===== src/wsm_pkg.sv =====
// Shared types and constants of the window standard deviation monitor.
package wsm_pkg;

  // Fixed field widths.
  localparam int unsigned SAMPLE_W = 16;
  localparam int unsigned FS_W     = 16;
  localparam int unsigned IND_W    = 16;

  // Number of quotient bits produced by the divider (indicator below 1.0).
  localparam int unsigned QBITS = 15;

  // Indicator value for 1.0 in Q1.15, used when the result saturates.
  localparam logic [IND_W-1:0] ONE_Q15 = 16'h8000;

  // Reset value of the full-scale deviation register.
  localparam logic [FS_W-1:0] FS_RESET = 16'd100;

  // Controller states, one-hot.
  typedef enum logic [10:0] {
    ST_IDLE     = 11'b000_0000_0001,
    ST_SQNEW    = 11'b000_0000_0010,
    ST_SQOLD    = 11'b000_0000_0100,
    ST_UPDATE   = 11'b000_0000_1000,
    ST_MULINIT  = 11'b000_0001_0000,
    ST_MUL      = 11'b000_0010_0000,
    ST_SQRTINIT = 11'b000_0100_0000,
    ST_SQRT     = 11'b000_1000_0000,
    ST_DIVCHK   = 11'b001_0000_0000,
    ST_DIV      = 11'b010_0000_0000,
    ST_DONE     = 11'b100_0000_0000
  } wsm_state_t;

  // Commands from the controller to the datapath.
  typedef struct packed {
    logic accept;
    logic sq_new;
    logic sq_old;
    logic update;
    logic mul_init;
    logic mul_step;
    logic sqrt_init;
    logic sqrt_step;
    logic div_init;
    logic div_step;
    logic finish;
  } wsm_cmd_t;

  // Status from the datapath to the controller.
  typedef struct packed {
    logic clamp;
  } wsm_status_t;

endpackage


===== src/wsm_ram.sv =====
// Generic single-write, single-read RAM with registered read data.
module wsm_ram #(
  parameter int unsigned WIDTH = 16,
  parameter int unsigned DEPTH = 8
) (
  input  logic                     clk,
  input  logic                     wr_en,
  input  logic [$clog2(DEPTH)-1:0] wr_addr,
  input  logic [WIDTH-1:0]         wr_data,
  input  logic                     rd_en,
  input  logic [$clog2(DEPTH)-1:0] rd_addr,
  output logic [WIDTH-1:0]         rd_data
);

  logic [WIDTH-1:0] mem [DEPTH];

  // Write port and registered read port.
  always_ff @(posedge clk) begin
    if (wr_en) begin
      mem[wr_addr] <= wr_data;
    end
    if (rd_en) begin
      rd_data <= mem[rd_addr];
    end
  end

endmodule


===== src/wsm_datapath.sv =====
// Datapath: sample window, running sums, iterative multiply, square root and divide.
module wsm_datapath #(
  parameter int unsigned WINDOW = 8
) (
  input  logic                          clk,
  input  logic                          rst,
  input  wsm_pkg::wsm_cmd_t             cmd,
  output wsm_pkg::wsm_status_t          status,
  input  logic                          cfg_wr_en,
  input  logic [wsm_pkg::FS_W-1:0]      cfg_wr_data,
  input  logic [wsm_pkg::SAMPLE_W-1:0]  sample_mv,
  output logic [wsm_pkg::IND_W-1:0]     indicator_q15
);

  import wsm_pkg::*;

  localparam int unsigned AW    = $clog2(WINDOW);
  localparam int unsigned CW    = $clog2(WINDOW + 1);
  localparam int unsigned SUM_W = SAMPLE_W + $clog2(WINDOW);
  localparam int unsigned SQ_W  = 2 * SAMPLE_W;
  localparam int unsigned Q_W   = SQ_W + $clog2(WINDOW);
  localparam int unsigned D_W   = 2 * SUM_W;
  localparam int unsigned RM_W  = SUM_W + 1;

  // Configuration and window bookkeeping.
  logic [FS_W-1:0]     fs_dev;
  logic [AW-1:0]       wpos;
  logic [CW-1:0]       fill;
  logic [SAMPLE_W-1:0] first_val;

  // Transaction registers.
  logic [SAMPLE_W-1:0] sample_r;
  logic [SAMPLE_W-1:0] old_r;
  logic                first_r;
  logic [SQ_W-1:0]     sq_new_r;
  logic [SQ_W-1:0]     sq_old_r;
  logic [SUM_W-1:0]    sum;
  logic [Q_W-1:0]      sumsq;

  // Iterative units.
  logic [D_W-1:0]      acc;
  logic [D_W-1:0]      mcand;
  logic [SUM_W-1:0]    mplier;
  logic [D_W-1:0]      dsh;
  logic [RM_W-1:0]     sq_rem;
  logic [SUM_W-1:0]    root;
  logic [SUM_W-1:0]    den;
  logic [RM_W-1:0]     dv_rem;
  logic [QBITS-1:0]    quot;
  logic                clamp_r;

  logic [SAMPLE_W-1:0] rd_data;
  logic [SAMPLE_W-1:0] old_val;
  logic [SQ_W-1:0]     mul_out;
  logic [SAMPLE_W-1:0] mul_in;
  logic [FS_W-1:0]     fs_eff;
  logic [RM_W+1:0]     sq_shift;
  logic [RM_W+1:0]     sq_trial;
  logic [RM_W-1:0]     dv_shift;

  wsm_ram #(
    .WIDTH (SAMPLE_W),
    .DEPTH (WINDOW)
  ) u_window (
    .clk     (clk),
    .wr_en   (cmd.update),
    .wr_addr (wpos),
    .wr_data (sample_r),
    .rd_en   (cmd.accept),
    .rd_addr (wpos),
    .rd_data (rd_data)
  );

  // Entries not yet written are read as the first sample.
  assign old_val = (CW'(wpos) < fill) ? rd_data : first_val;

  // One shared 16x16 squarer.
  assign mul_in  = cmd.sq_old ? old_r : sample_r;
  assign mul_out = SQ_W'(mul_in) * SQ_W'(mul_in);

  // A full-scale setting of zero acts as one.
  assign fs_eff = (fs_dev == '0) ? FS_W'(1) : fs_dev;

  // Square root digit step and divider step.
  assign sq_shift = {sq_rem, dsh[D_W-1 -: 2]};
  assign sq_trial = (RM_W + 2)'({root, 2'b01});
  assign dv_shift = {dv_rem[RM_W-2:0], 1'b0};

  assign status.clamp = (root >= den);

  // Configuration register.
  always_ff @(posedge clk) begin
    if (rst) begin
      fs_dev <= FS_RESET;
    end else if (cfg_wr_en) begin
      fs_dev <= cfg_wr_data;
    end
  end

  // Write position and fill count.
  always_ff @(posedge clk) begin
    if (rst) begin
      wpos <= '0;
      fill <= '0;
    end else if (cmd.update) begin
      wpos <= (wpos == AW'(WINDOW - 1)) ? '0 : wpos + 1'b1;
      if (fill != CW'(WINDOW)) begin
        fill <= fill + 1'b1;
      end
    end
  end

  // Sample capture, squares and running sums.
  always_ff @(posedge clk) begin
    if (cmd.accept) begin
      sample_r <= sample_mv;
      first_r  <= (fill == '0);
    end
    if (cmd.sq_new) begin
      sq_new_r <= mul_out;
      old_r    <= old_val;
    end
    if (cmd.sq_old) begin
      sq_old_r <= mul_out;
    end
    if (cmd.update) begin
      if (first_r) begin
        first_val <= sample_r;
        sum       <= SUM_W'(WINDOW) * SUM_W'(sample_r);
        sumsq     <= Q_W'(WINDOW) * Q_W'(sq_new_r);
      end else begin
        sum   <= sum + SUM_W'(sample_r) - SUM_W'(old_r);
        sumsq <= sumsq + Q_W'(sq_new_r) - Q_W'(sq_old_r);
      end
    end
  end

  // N*Q minus S*S by shift and subtract, one multiplier bit per cycle.
  always_ff @(posedge clk) begin
    if (cmd.mul_init) begin
      acc    <= D_W'(WINDOW) * D_W'(sumsq);
      mcand  <= D_W'(sum);
      mplier <= sum;
      den    <= SUM_W'(WINDOW) * SUM_W'(fs_eff);
    end else if (cmd.mul_step) begin
      if (mplier[0]) begin
        acc <= acc - mcand;
      end
      mcand  <= {mcand[D_W-2:0], 1'b0};
      mplier <= {1'b0, mplier[SUM_W-1:1]};
    end
  end

  // Integer square root, one result bit per cycle.
  always_ff @(posedge clk) begin
    if (cmd.sqrt_init) begin
      dsh    <= acc;
      sq_rem <= '0;
      root   <= '0;
    end else if (cmd.sqrt_step) begin
      dsh <= {dsh[D_W-3:0], 2'b00};
      if (sq_shift >= sq_trial) begin
        sq_rem <= RM_W'(sq_shift - sq_trial);
        root   <= {root[SUM_W-2:0], 1'b1};
      end else begin
        sq_rem <= RM_W'(sq_shift);
        root   <= {root[SUM_W-2:0], 1'b0};
      end
    end
  end

  // Restoring division of root * 2^15 by N * full scale, one quotient bit per cycle.
  always_ff @(posedge clk) begin
    if (cmd.div_init) begin
      clamp_r <= status.clamp;
      dv_rem  <= RM_W'(root);
      quot    <= '0;
    end else if (cmd.div_step) begin
      if (dv_shift >= RM_W'(den)) begin
        dv_rem <= dv_shift - RM_W'(den);
        quot   <= {quot[QBITS-2:0], 1'b1};
      end else begin
        dv_rem <= dv_shift;
        quot   <= {quot[QBITS-2:0], 1'b0};
      end
    end
  end

  // Output register.
  always_ff @(posedge clk) begin
    if (cmd.finish) begin
      indicator_q15 <= clamp_r ? ONE_Q15 : IND_W'(quot);
    end
  end

endmodule


===== src/wsm_controller.sv =====
// Controller: sequences one transaction through the datapath and drives the handshakes.
module wsm_controller #(
  parameter int unsigned WINDOW = 8
) (
  input  logic                 clk,
  input  logic                 rst,
  input  logic                 in_valid,
  output logic                 in_stall,
  output logic                 out_valid,
  input  logic                 out_stall,
  input  wsm_pkg::wsm_status_t status,
  output wsm_pkg::wsm_cmd_t    cmd
);

  import wsm_pkg::*;

  localparam int unsigned SUM_W = SAMPLE_W + $clog2(WINDOW);
  localparam int unsigned CNT_W = $clog2(SUM_W + 1);

  wsm_state_t       state;
  wsm_state_t       state_next;
  logic [CNT_W-1:0] cnt;
  logic [CNT_W-1:0] cnt_next;

  assign in_stall = (state != ST_IDLE);

  // State, step counter and output valid flag.
  always_ff @(posedge clk) begin
    if (rst) begin
      state     <= ST_IDLE;
      cnt       <= '0;
      out_valid <= 1'b0;
    end else begin
      state <= state_next;
      cnt   <= cnt_next;
      if (cmd.finish) begin
        out_valid <= 1'b1;
      end else if (!out_stall) begin
        out_valid <= 1'b0;
      end
    end
  end

  // Next state and commands.
  always_comb begin
    cmd        = '0;
    state_next = state;
    cnt_next   = cnt;
    case (state)
      ST_IDLE: begin
        if (in_valid) begin
          cmd.accept = 1'b1;
          state_next = ST_SQNEW;
        end
      end
      ST_SQNEW: begin
        cmd.sq_new = 1'b1;
        state_next = ST_SQOLD;
      end
      ST_SQOLD: begin
        cmd.sq_old = 1'b1;
        state_next = ST_UPDATE;
      end
      ST_UPDATE: begin
        cmd.update = 1'b1;
        state_next = ST_MULINIT;
      end
      ST_MULINIT: begin
        cmd.mul_init = 1'b1;
        cnt_next     = CNT_W'(SUM_W);
        state_next   = ST_MUL;
      end
      ST_MUL: begin
        cmd.mul_step = 1'b1;
        cnt_next     = cnt - 1'b1;
        if (cnt == CNT_W'(1)) begin
          state_next = ST_SQRTINIT;
        end
      end
      ST_SQRTINIT: begin
        cmd.sqrt_init = 1'b1;
        cnt_next      = CNT_W'(SUM_W);
        state_next    = ST_SQRT;
      end
      ST_SQRT: begin
        cmd.sqrt_step = 1'b1;
        cnt_next      = cnt - 1'b1;
        if (cnt == CNT_W'(1)) begin
          state_next = ST_DIVCHK;
        end
      end
      ST_DIVCHK: begin
        cmd.div_init = 1'b1;
        cnt_next     = CNT_W'(QBITS);
        state_next   = status.clamp ? ST_DONE : ST_DIV;
      end
      ST_DIV: begin
        cmd.div_step = 1'b1;
        cnt_next     = cnt - 1'b1;
        if (cnt == CNT_W'(1)) begin
          state_next = ST_DONE;
        end
      end
      ST_DONE: begin
        // Load the output register once the previous result has left.
        if (!out_valid || !out_stall) begin
          cmd.finish = 1'b1;
          state_next = ST_IDLE;
        end
      end
      default: begin
        state_next = ST_IDLE;
      end
    endcase
  end

endmodule


===== src/window_stddev_monitor.sv =====
// Top level of the sliding-window standard deviation monitor.
//
//   Channel   Signals                               Direction
//   input     in_valid, in_stall, sample_mv         sample in
//   output    out_valid, out_stall, indicator_q15   indicator out
//   config    cfg_wr_en, cfg_wr_data                full-scale deviation write
//
// A transaction steps from acceptance through squaring, update, the bit-serial multiply
// of the window sum, the bit-serial square root and the divide to the output register;
// the divide is skipped on saturation. The multiply and the square root dominate its length.
// A new sample is taken while the previous result still waits in the output register.
// Reset (synchronous) clears the window state; no clearing pass is needed.
// A stalled result holds the controller in its last state until the output register frees.
module window_stddev_monitor #(
  parameter int unsigned WINDOW = 8
) (
  input  logic                         clk,
  input  logic                         rst,
  input  logic                         in_valid,
  output logic                         in_stall,
  input  logic [wsm_pkg::SAMPLE_W-1:0] sample_mv,
  output logic                         out_valid,
  input  logic                         out_stall,
  output logic [wsm_pkg::IND_W-1:0]    indicator_q15,
  input  logic                         cfg_wr_en,
  input  logic [wsm_pkg::FS_W-1:0]     cfg_wr_data
);

  import wsm_pkg::*;

  wsm_cmd_t    cmd;
  wsm_status_t status;

  wsm_controller #(
    .WINDOW (WINDOW)
  ) u_ctrl (
    .clk       (clk),
    .rst       (rst),
    .in_valid  (in_valid),
    .in_stall  (in_stall),
    .out_valid (out_valid),
    .out_stall (out_stall),
    .status    (status),
    .cmd       (cmd)
  );

  wsm_datapath #(
    .WINDOW (WINDOW)
  ) u_dp (
    .clk           (clk),
    .rst           (rst),
    .cmd           (cmd),
    .status        (status),
    .cfg_wr_en     (cfg_wr_en),
    .cfg_wr_data   (cfg_wr_data),
    .sample_mv     (sample_mv),
    .indicator_q15 (indicator_q15)
  );

  // The controller issues at most one command per cycle.
  a_cmd_onehot: assert property (@(posedge clk) disable iff (rst) $onehot0(cmd))
    else $error("more than one datapath command active");

  // An accepted sample blocks the input channel in the next cycle.
  a_busy_after_accept: assert property (@(posedge clk) disable iff (rst)
    (in_valid && !in_stall) |=> in_stall)
    else $error("input not stalled after acceptance");

  // A result never exceeds 1.0 in Q1.15.
  a_result_range: assert property (@(posedge clk) disable iff (rst)
    out_valid |-> (indicator_q15 <= ONE_Q15))
    else $error("indicator above full scale");

  // A new result is loaded only when the output register is free.
  a_no_overwrite: assert property (@(posedge clk) disable iff (rst)
    cmd.finish |-> (!out_valid || !out_stall))
    else $error("pending result overwritten");

endmodule

===== config.mk =====
export PLATFORM = sky130hd
export DESIGN_NAME = window_stddev_monitor
export DESIGN_NICKNAME = d
export VERILOG_FILES = /design/src/wsm_pkg.sv /design/src/wsm_ram.sv /design/src/wsm_datapath.sv /design/src/wsm_controller.sv /design/src/window_stddev_monitor.sv
export SDC_FILE = /design/constraint.sdc
export NUM_CORES = 2
export LEC_CHECK = 0
export BUFFER_PORTS_ARGS = -buffer_cell sky130_fd_sc_hd__buf_2
export CAP_MARGIN = 20
export CORE_ASPECT_RATIO = 0.8
export CORE_MARGIN = 10
export CORE_UTILIZATION = 50
export DETAILED_ROUTE_END_ITERATION = 8
export MAX_ROUTING_LAYER = met4
export PLACE_DENSITY = 0.71
export SLEW_MARGIN = 0
export SYNTH_ARGS = -nofsm -noshare
export SYNTH_HDL_FRONTEND = slang
export SYNTH_SLANG_ARGS = --single-unit

===== constraint.sdc =====
create_clock -name clk -period 14.55 [get_ports clk]
set_clock_uncertainty 0.15 [all_clocks]
set_input_delay 0 -clock clk [delete_from_list [all_inputs] [get_ports clk]]
set_output_delay 0 -clock clk [all_outputs]
set_load 0.005 [all_outputs]

# After elaboration in Yosys (flattened, before gate mapping)
# Memories as Yosys holds them, arrays and structs flattened. A register that Yosys moved wholly into a read port is not among the register bits.
# Cells that the tools add are included.
word_totals:
  ff_bits: 446
  ramBits: 128
  in_bits: 37
  mem_count: 1
memory_table:
  columns: ["memory", "depth", "width", "rd", "rd_ports_with_merged_regs", "wr", "line_no", "rtl"]
  rows:
  - ["u_dp.u_window.mem", 8, 16, 1, 1, 1, "wsm_ram.sv:15", "logic [WIDTH-1:0] mem [DEPTH];"]
op_classes:
  add_sub_neg: 10
  n_mul: 1
  order_cmp: 4
  n_eq_ne: 21
  n_mux: 46
  n_reduce_logical: 17
op_table:
  columns: ["cell", "n"]
  rows:
  - ["2-to-1 mux 38 bit", 5]
  - ["2-to-1 mux 19 bit", 8]
  - ["case mux 11 bit (11 select lines)", 1]
  - ["2-to-1 mux 11 bit", 6]
  - ["2-to-1 mux 16 bit", 3]
  - ["subtractor 38 bit", 1]
  - ["adder 35 x 32 -> 35 bit", 1]
  - ["2-to-1 mux 35 bit", 1]
  - ["subtractor 35 x 32 -> 35 bit", 1]
  - ["multiplier 16 x 16 -> 32 bit", 1]
  - ["greater-or-equal comparator 22 x 21 -> 1 bit", 1]
  - ["greater-or-equal comparator 20 x 19 -> 1 bit", 1]
  - ["2-to-1 mux 20 bit", 1]
  - ["subtractor 20 bit", 1]
  - ["adder 19 x 16 -> 19 bit", 1]
  - ["greater-or-equal comparator 19 bit", 1]
  - ["2-to-1 mux 1 bit", 19]
  - ["subtractor 19 x 16 -> 19 bit", 1]
  - ["subtractor 19 bit", 1]
  - ["logical NOT 16 bit", 1]
  - ["case mux 5 bit (3 select lines)", 1]
  - ["equality test 11 x 1 -> 1 bit, second input constant", 1]
  - ["equality test 11 x 10 -> 1 bit, second input constant", 1]
  - ["equality test 11 bit, second input constant", 1]
  - ["28 further kinds", 39]

# Longest topological paths before layout
logic_depth:
  ltp_word: 5
  mapped_depth: 34
  depth_no_buf: 32

# Cells and area by module
# Synthesis repeated with hierarchy kept, for this count alone.
hier_totals:
  cells_unflattened: 3564
  area_unflattened_um2: 38336.8
modules_own_cells:
  columns: ["module", "n_inst", "cells_per_inst", "area_per_inst_um2", "seq_area_each_um2"]
  rows:
  - ["wsm_datapath", 1, 3226, 31820.5, 11831.3]
  - ["wsm_ram", 1, 214, 5454.0, 4324.1]
  - ["wsm_controller", 1, 124, 1062.3, 340.3]

# Worst setup path after synthesis
# Ideal clock, no wire load.
synth_path:
  path_kind: "reg-to-reg"
  start: "register u_ctrl.state[8]"
  end: "register u_dp.sq_new_r[26], data pin"
  setup_time_ns: 0.274
  arrival_time_ns: 7.686
  t_required_ns: 14.126
  path_slack_ns: 6.440
  stages_incl_launch_ff: 31
  path_buffers: 2
  synth_period_minus_slack_ns: 8.110
  cell_sequence: "dfxtp_1 buf_2 nor3_2 nand2_1 nor4_1 nand3b_1 clkinv_1 buf_2 nand2_1 o21ai_1 nand2_1 fa_1 inv_1 fa_1 fa_1 fa_1 fa_1 inv_1 fa_1 inv_1 ha_1 a21o_1 a21o_1 a21oi_1 nor2b_1 o21a_1 a2111oi_0 nor2_1 or2_0 a211oi_1 a21oi_1"
synth_via:
  elab_chain_cells: 4
synth_rtl:
  columns: ["element", "line_no", "rtl"]
  rows:
  - ["start, declared", "wsm_controller.sv:20", "wsm_state_t state;"]
  - ["start signal, assigned", "wsm_controller.sv:34", "state <= state_next;"]
  - ["equality test 11 x 3 -> 1 bit", "wsm_controller.sv:49", "case (state)"]
  - ["2-to-1 mux 1 bit", "wsm_controller.sv:49", null]
  - ["2-to-1 mux 16 bit", "wsm_datapath.sv:78", "assign mul_in = cmd.sq_old ? old_r : sample_r;"]
  - ["multiplier 16 x 16 -> 32 bit", "wsm_datapath.sv:79", "assign mul_out = SQ_W'(mul_in) * SQ_W'(mul_in);"]
  - ["via u_dp.mul_out[26]", "wsm_datapath.sv:54", "logic [SQ_W-1:0] mul_out;"]
  - ["end signal, assigned", "wsm_datapath.sv:120", "sq_new_r <= mul_out;"]
  - ["end, declared", "wsm_datapath.sv:35", "logic [SQ_W-1:0] sq_new_r;"]
# The timed path passes the listed nets, and every way through them passes these cells.
# A chain may end at the register's enable or synchronous reset.

# Worst setup path in the final report
layout_path:
  start: "register u_ctrl.state[8]"
  end: "register u_dp.sq_old_r[28], data pin"
layout_via:
  elab_chain_cells: 4
layout_rtl:
  columns: ["element", "line_no", "rtl"]
  rows:
  - ["equality test 11 x 3 -> 1 bit", "wsm_controller.sv:49", null]
  - ["2-to-1 mux 1 bit", "wsm_controller.sv:49", null]
  - ["2-to-1 mux 16 bit", "wsm_datapath.sv:78", null]
  - ["multiplier 16 x 16 -> 32 bit", "wsm_datapath.sv:79", null]
  - ["via u_dp.mul_out[28]", "wsm_datapath.sv:54", null]
  - ["end signal, assigned", "wsm_datapath.sv:124", "sq_old_r <= mul_out;"]
  - ["end, declared", "wsm_datapath.sv:36", "logic [SQ_W-1:0] sq_old_r;"]
# The timed path passes the listed nets, and every way through them passes these cells.

==> impl_metrics.json <==
{
  "status": "completed",
  "crit_family": "adder cells",
  "wl_per_cell_um": 18.90,
  "final_nets": 4201,
  "syn_inst": 3578,
  "critical-path-slowest-cell": "mux2i_1",
  "cts_root_buffer": "clkbuf_16",
  "syn-mean-instance-area_um2": 10.36,
  "grtUsageTotal_pct": 21.38,
  "die_h_um": 263.5,
  "end_kind": "register",
  "hpwl_um": 63740,
  "grt_pass1_vias": 26220,
  "ir_drop_mv": 0.3043,
  "rsz0062_at_grt": "false",
  "cts_sinks": 588,
  "synth-seq-area-share_pct": 44.51,
  "worstPathArrival_ps": 9520,
  "slew_viol_final": 0,
  "maxCapViolations": 0,
  "post_cts_buffers": 0,
  "ant_nets": 0,
  "critPathBufInv": 4,
  "syn2layout_area_growth_pct": 11.81,
  "grt_pass1_wl_um": 144300,
  "drc": 0,
  "fmax_ghz": 0.1077,
  "setup_viol": 0,
  "grt_overflow_total": 0,
  "worst_pin_slew_ps": 1097,
  "synth-main-ff-cell": "edfxtp_1",
  "antenna_found_initial": 2,
  "synth_edf_count": 472,
  "slew_headroom_pct": 26.85,
  "cp.required_ps": 14780,
  "design_area_um2": 41440,
  "critPathMaxStageDelay_ps": 850,
  "crit_path_max_fanout": 13,
  "synth_area_um2": 37060,
  "cts-htree-levels": 2,
  "ys_types": 95,
  "syn-num-nets": 4076,
  "die_w_um": 324.4,
  "dpl_cell_area_um2": 38420,
  "ys_ff_latch": 588,
  "crit_top_cell": "fa_1",
  "core_area_um2": 73610,
  "fillerInstances": 6171,
  "initial_core_util_pct": 50.35,
  "cts_tree": "done",
  "drive_gt1_share_pct": 6.503,
  "finalCriticalPeriod_ps": 9289,
  "dieArea_um2": 85480,
  "clk_pin_slew_ps": 70,
  "powerDensity_nw_per_um2": 180.2,
  "wirelength_um": 89930,
  "ios": 55,
  "gp_congestion": 0.9272,
  "timing.critical_path.from_type": "register",
  "async_flop_share_pct": 0,
  "dr.pass1.iters": 6,
  "cts_buffers": 58,
  "grt_max_degree": 102,
  "num_vias": 26400,
  "portBuffers": 54,
  "p_leak_uw": 0.01780,
  "hold_viol": 0,
  "hold_path.class": "primary input to register",
  "rows": 89,
  "setup-tns-final_ps": 0,
  "critPathKind": "register to register",
  "vias_per_cell": 5.550,
  "clockBufferDepth": 3,
  "ys.warnings.count": 0,
  "post-route-period-util_pct": 63.84,
  "drtIter0Drc": 2706,
  "clkLatencyLatePin_ps": 690
}
==> per-layer routing <==
layer / global-route usage (%) / routed length [um] / vias up
met5: - / 0 / -
met4: 5.166 / 1803 / 0
met3: 4.091 / 7766 / 137
met2: 31.64 / 39280 / 994
met1: 30.09 / 41080 / 12790
li1: - / - / 12480
==> tightest hold or removal path, stage by stage <==
cell and delay (ps):
dlygate4sd3_1 530, buf_2 140, o22ai_1 90, a21o_1 170
==> cell usage after synthesis, drive strengths merged, types with 11 or more instances <==
| master | count | area, um2 |
|---|---|---|
| a31oi | 15 | 108.9 |
| xor2 | 59 | 516.8 |
| nand2b | 34 | 212.7 |
| and2 | 17 | 106.4 |
| nor2b | 43 | 269.0 |
| nand4 | 33 | 206.5 |
| a22oi | 66 | 495.5 |
| nor4 | 11 | 68.82 |
| xnor2 | 75 | 656.9 |
| edfxtp | 472 | 14170 |
| o21ai | 206 | 1039 |
| a22o | 19 | 166.4 |
| and3 | 14 | 87.58 |
| clkbuf | 96 | 360.4 |
| nand2 | 450 | 1689 |
| mux2i | 32 | 345.3 |
| ha | 248 | 3103 |
| fa | 213 | 4264 |
| dfxtp | 116 | 2322 |
| nand3 | 37 | 185.2 |
| a21o | 70 | 525.5 |
| buf | 25 | 118.9 |
| o21a | 25 | 187.7 |
| mux2 | 17 | 191.4 |
| nor3 | 46 | 235.2 |
| a211oi | 36 | 275.3 |
| a21oi | 184 | 928.4 |
| nor2 | 199 | 747.0 |
| o31ai | 13 | 107.6 |
| o211ai | 13 | 102.6 |
| o21bai | 13 | 97.59 |
| inv | 557 | 2091 |
==> sequential cells by signal, summed over array words and instances, names as in the netlist, 15 cells and up <==
name                   flops
u_dp.u_window.rd_data     16
u_dp.first_val            16
u_dp.indicator_q15        16
u_dp.sq_old_r             31
u_dp.quot                 15
u_dp.dsh                  38
u_dp.root                 19
u_dp.u_window.mem        128
u_dp.mplier               19
u_dp.mcand                38
u_dp.old_r                16
u_dp.fs_dev               16
u_dp.dv_rem               19
u_dp.den                  16
u_dp.acc                  38
u_dp.sum                  19
u_dp.sumsq                35
u_dp.sq_new_r             31
u_dp.sample_r             16
u_dp.sq_rem               20
==> path summary, 6_finish.rpt <==
check	startpoint	to	slack [ps]	cells past startpoint
worst min-delay path	in_valid	u_ctrl.state[0]	140	4
worst min register to register	u_dp.mcand[26]	u_dp.mcand[27]	320	2
worst max-delay path	u_ctrl.state[8]	u_dp.sq_old_r[28]	5260	27
worst max register to register	u_ctrl.state[8]	u_dp.sq_old_r[28]	5260	27
==> metrics by stage <==
| stage | power, uW | hold slack (ps) | setup slack, ps | cells | utilization, % |
|---|---|---|---|---|---|
| after global routing | 8107 | 137.7 | 4503 | 4757 | 56.30 |
| after global placement | 5829 | 26.21 | 5593 | 4544 | 52.19 |
| after detailed placement | 5899 | 28.14 | 5365 | 4544 | 52.19 |
| final | 7469 | 142.0 | 5261 | 4757 | 56.30 |
| after floorplan | 5054 | -51.13 | 6440 | 3578 | - |
| after CTS | 7495 | 92.85 | 5291 | 4750 | 56.21 |
==> power breakdown <==
part	leakage (uW)	total [uW]	internal [uW]	switching (uW)
Combinational	0.0117	3680	1510	2170
Clock	0.000971	1550	879	675
Sequential	0.00516	2230	2200	31.9
==> kinds of logic after synthesis <==
group           synth area share (%)
simple gates                   11.52
flops                          44.51
mux                            1.448
compound gates                 12.50
xor+xnor                       3.167
fa+ha+maj                      19.88
buf+inv                        6.975
==> layout make-up <==
type	count	area (um2)	share of cell area (%)
inverters	561	2106	5.081
multi-input cells	2308	18040	43.53
flip-flops and latches	588	16500	39.81
clock inverters	19	256.5	0.6189
well taps	1001	1252	3.022
clock buffers	90	1733	4.182
repair buffers	186	1548	3.735
diodes	4	10.01	0.02415
==> cells in the final DEF, fill, tap and decap left out, types with 66 or more instances in the layout <==
cell type and count:
inv_1 554, edfxtp_1 472, nand2_1 450, ha_1 248, fa_1 213, nor2_1 196, o21ai_0 194, a21oi_1 181
dfxtp_1 116, dlygate4sd3_1 97, xnor2_1 75, a21o_1 70, a22oi_1 66
==> timing repair <==
action	CTS	global route
hold buffers	97	0
endpoints found under the hold margin	105	0
gates resized for setup	0	0
Note: power is estimated with default switching activity, not from simulation.
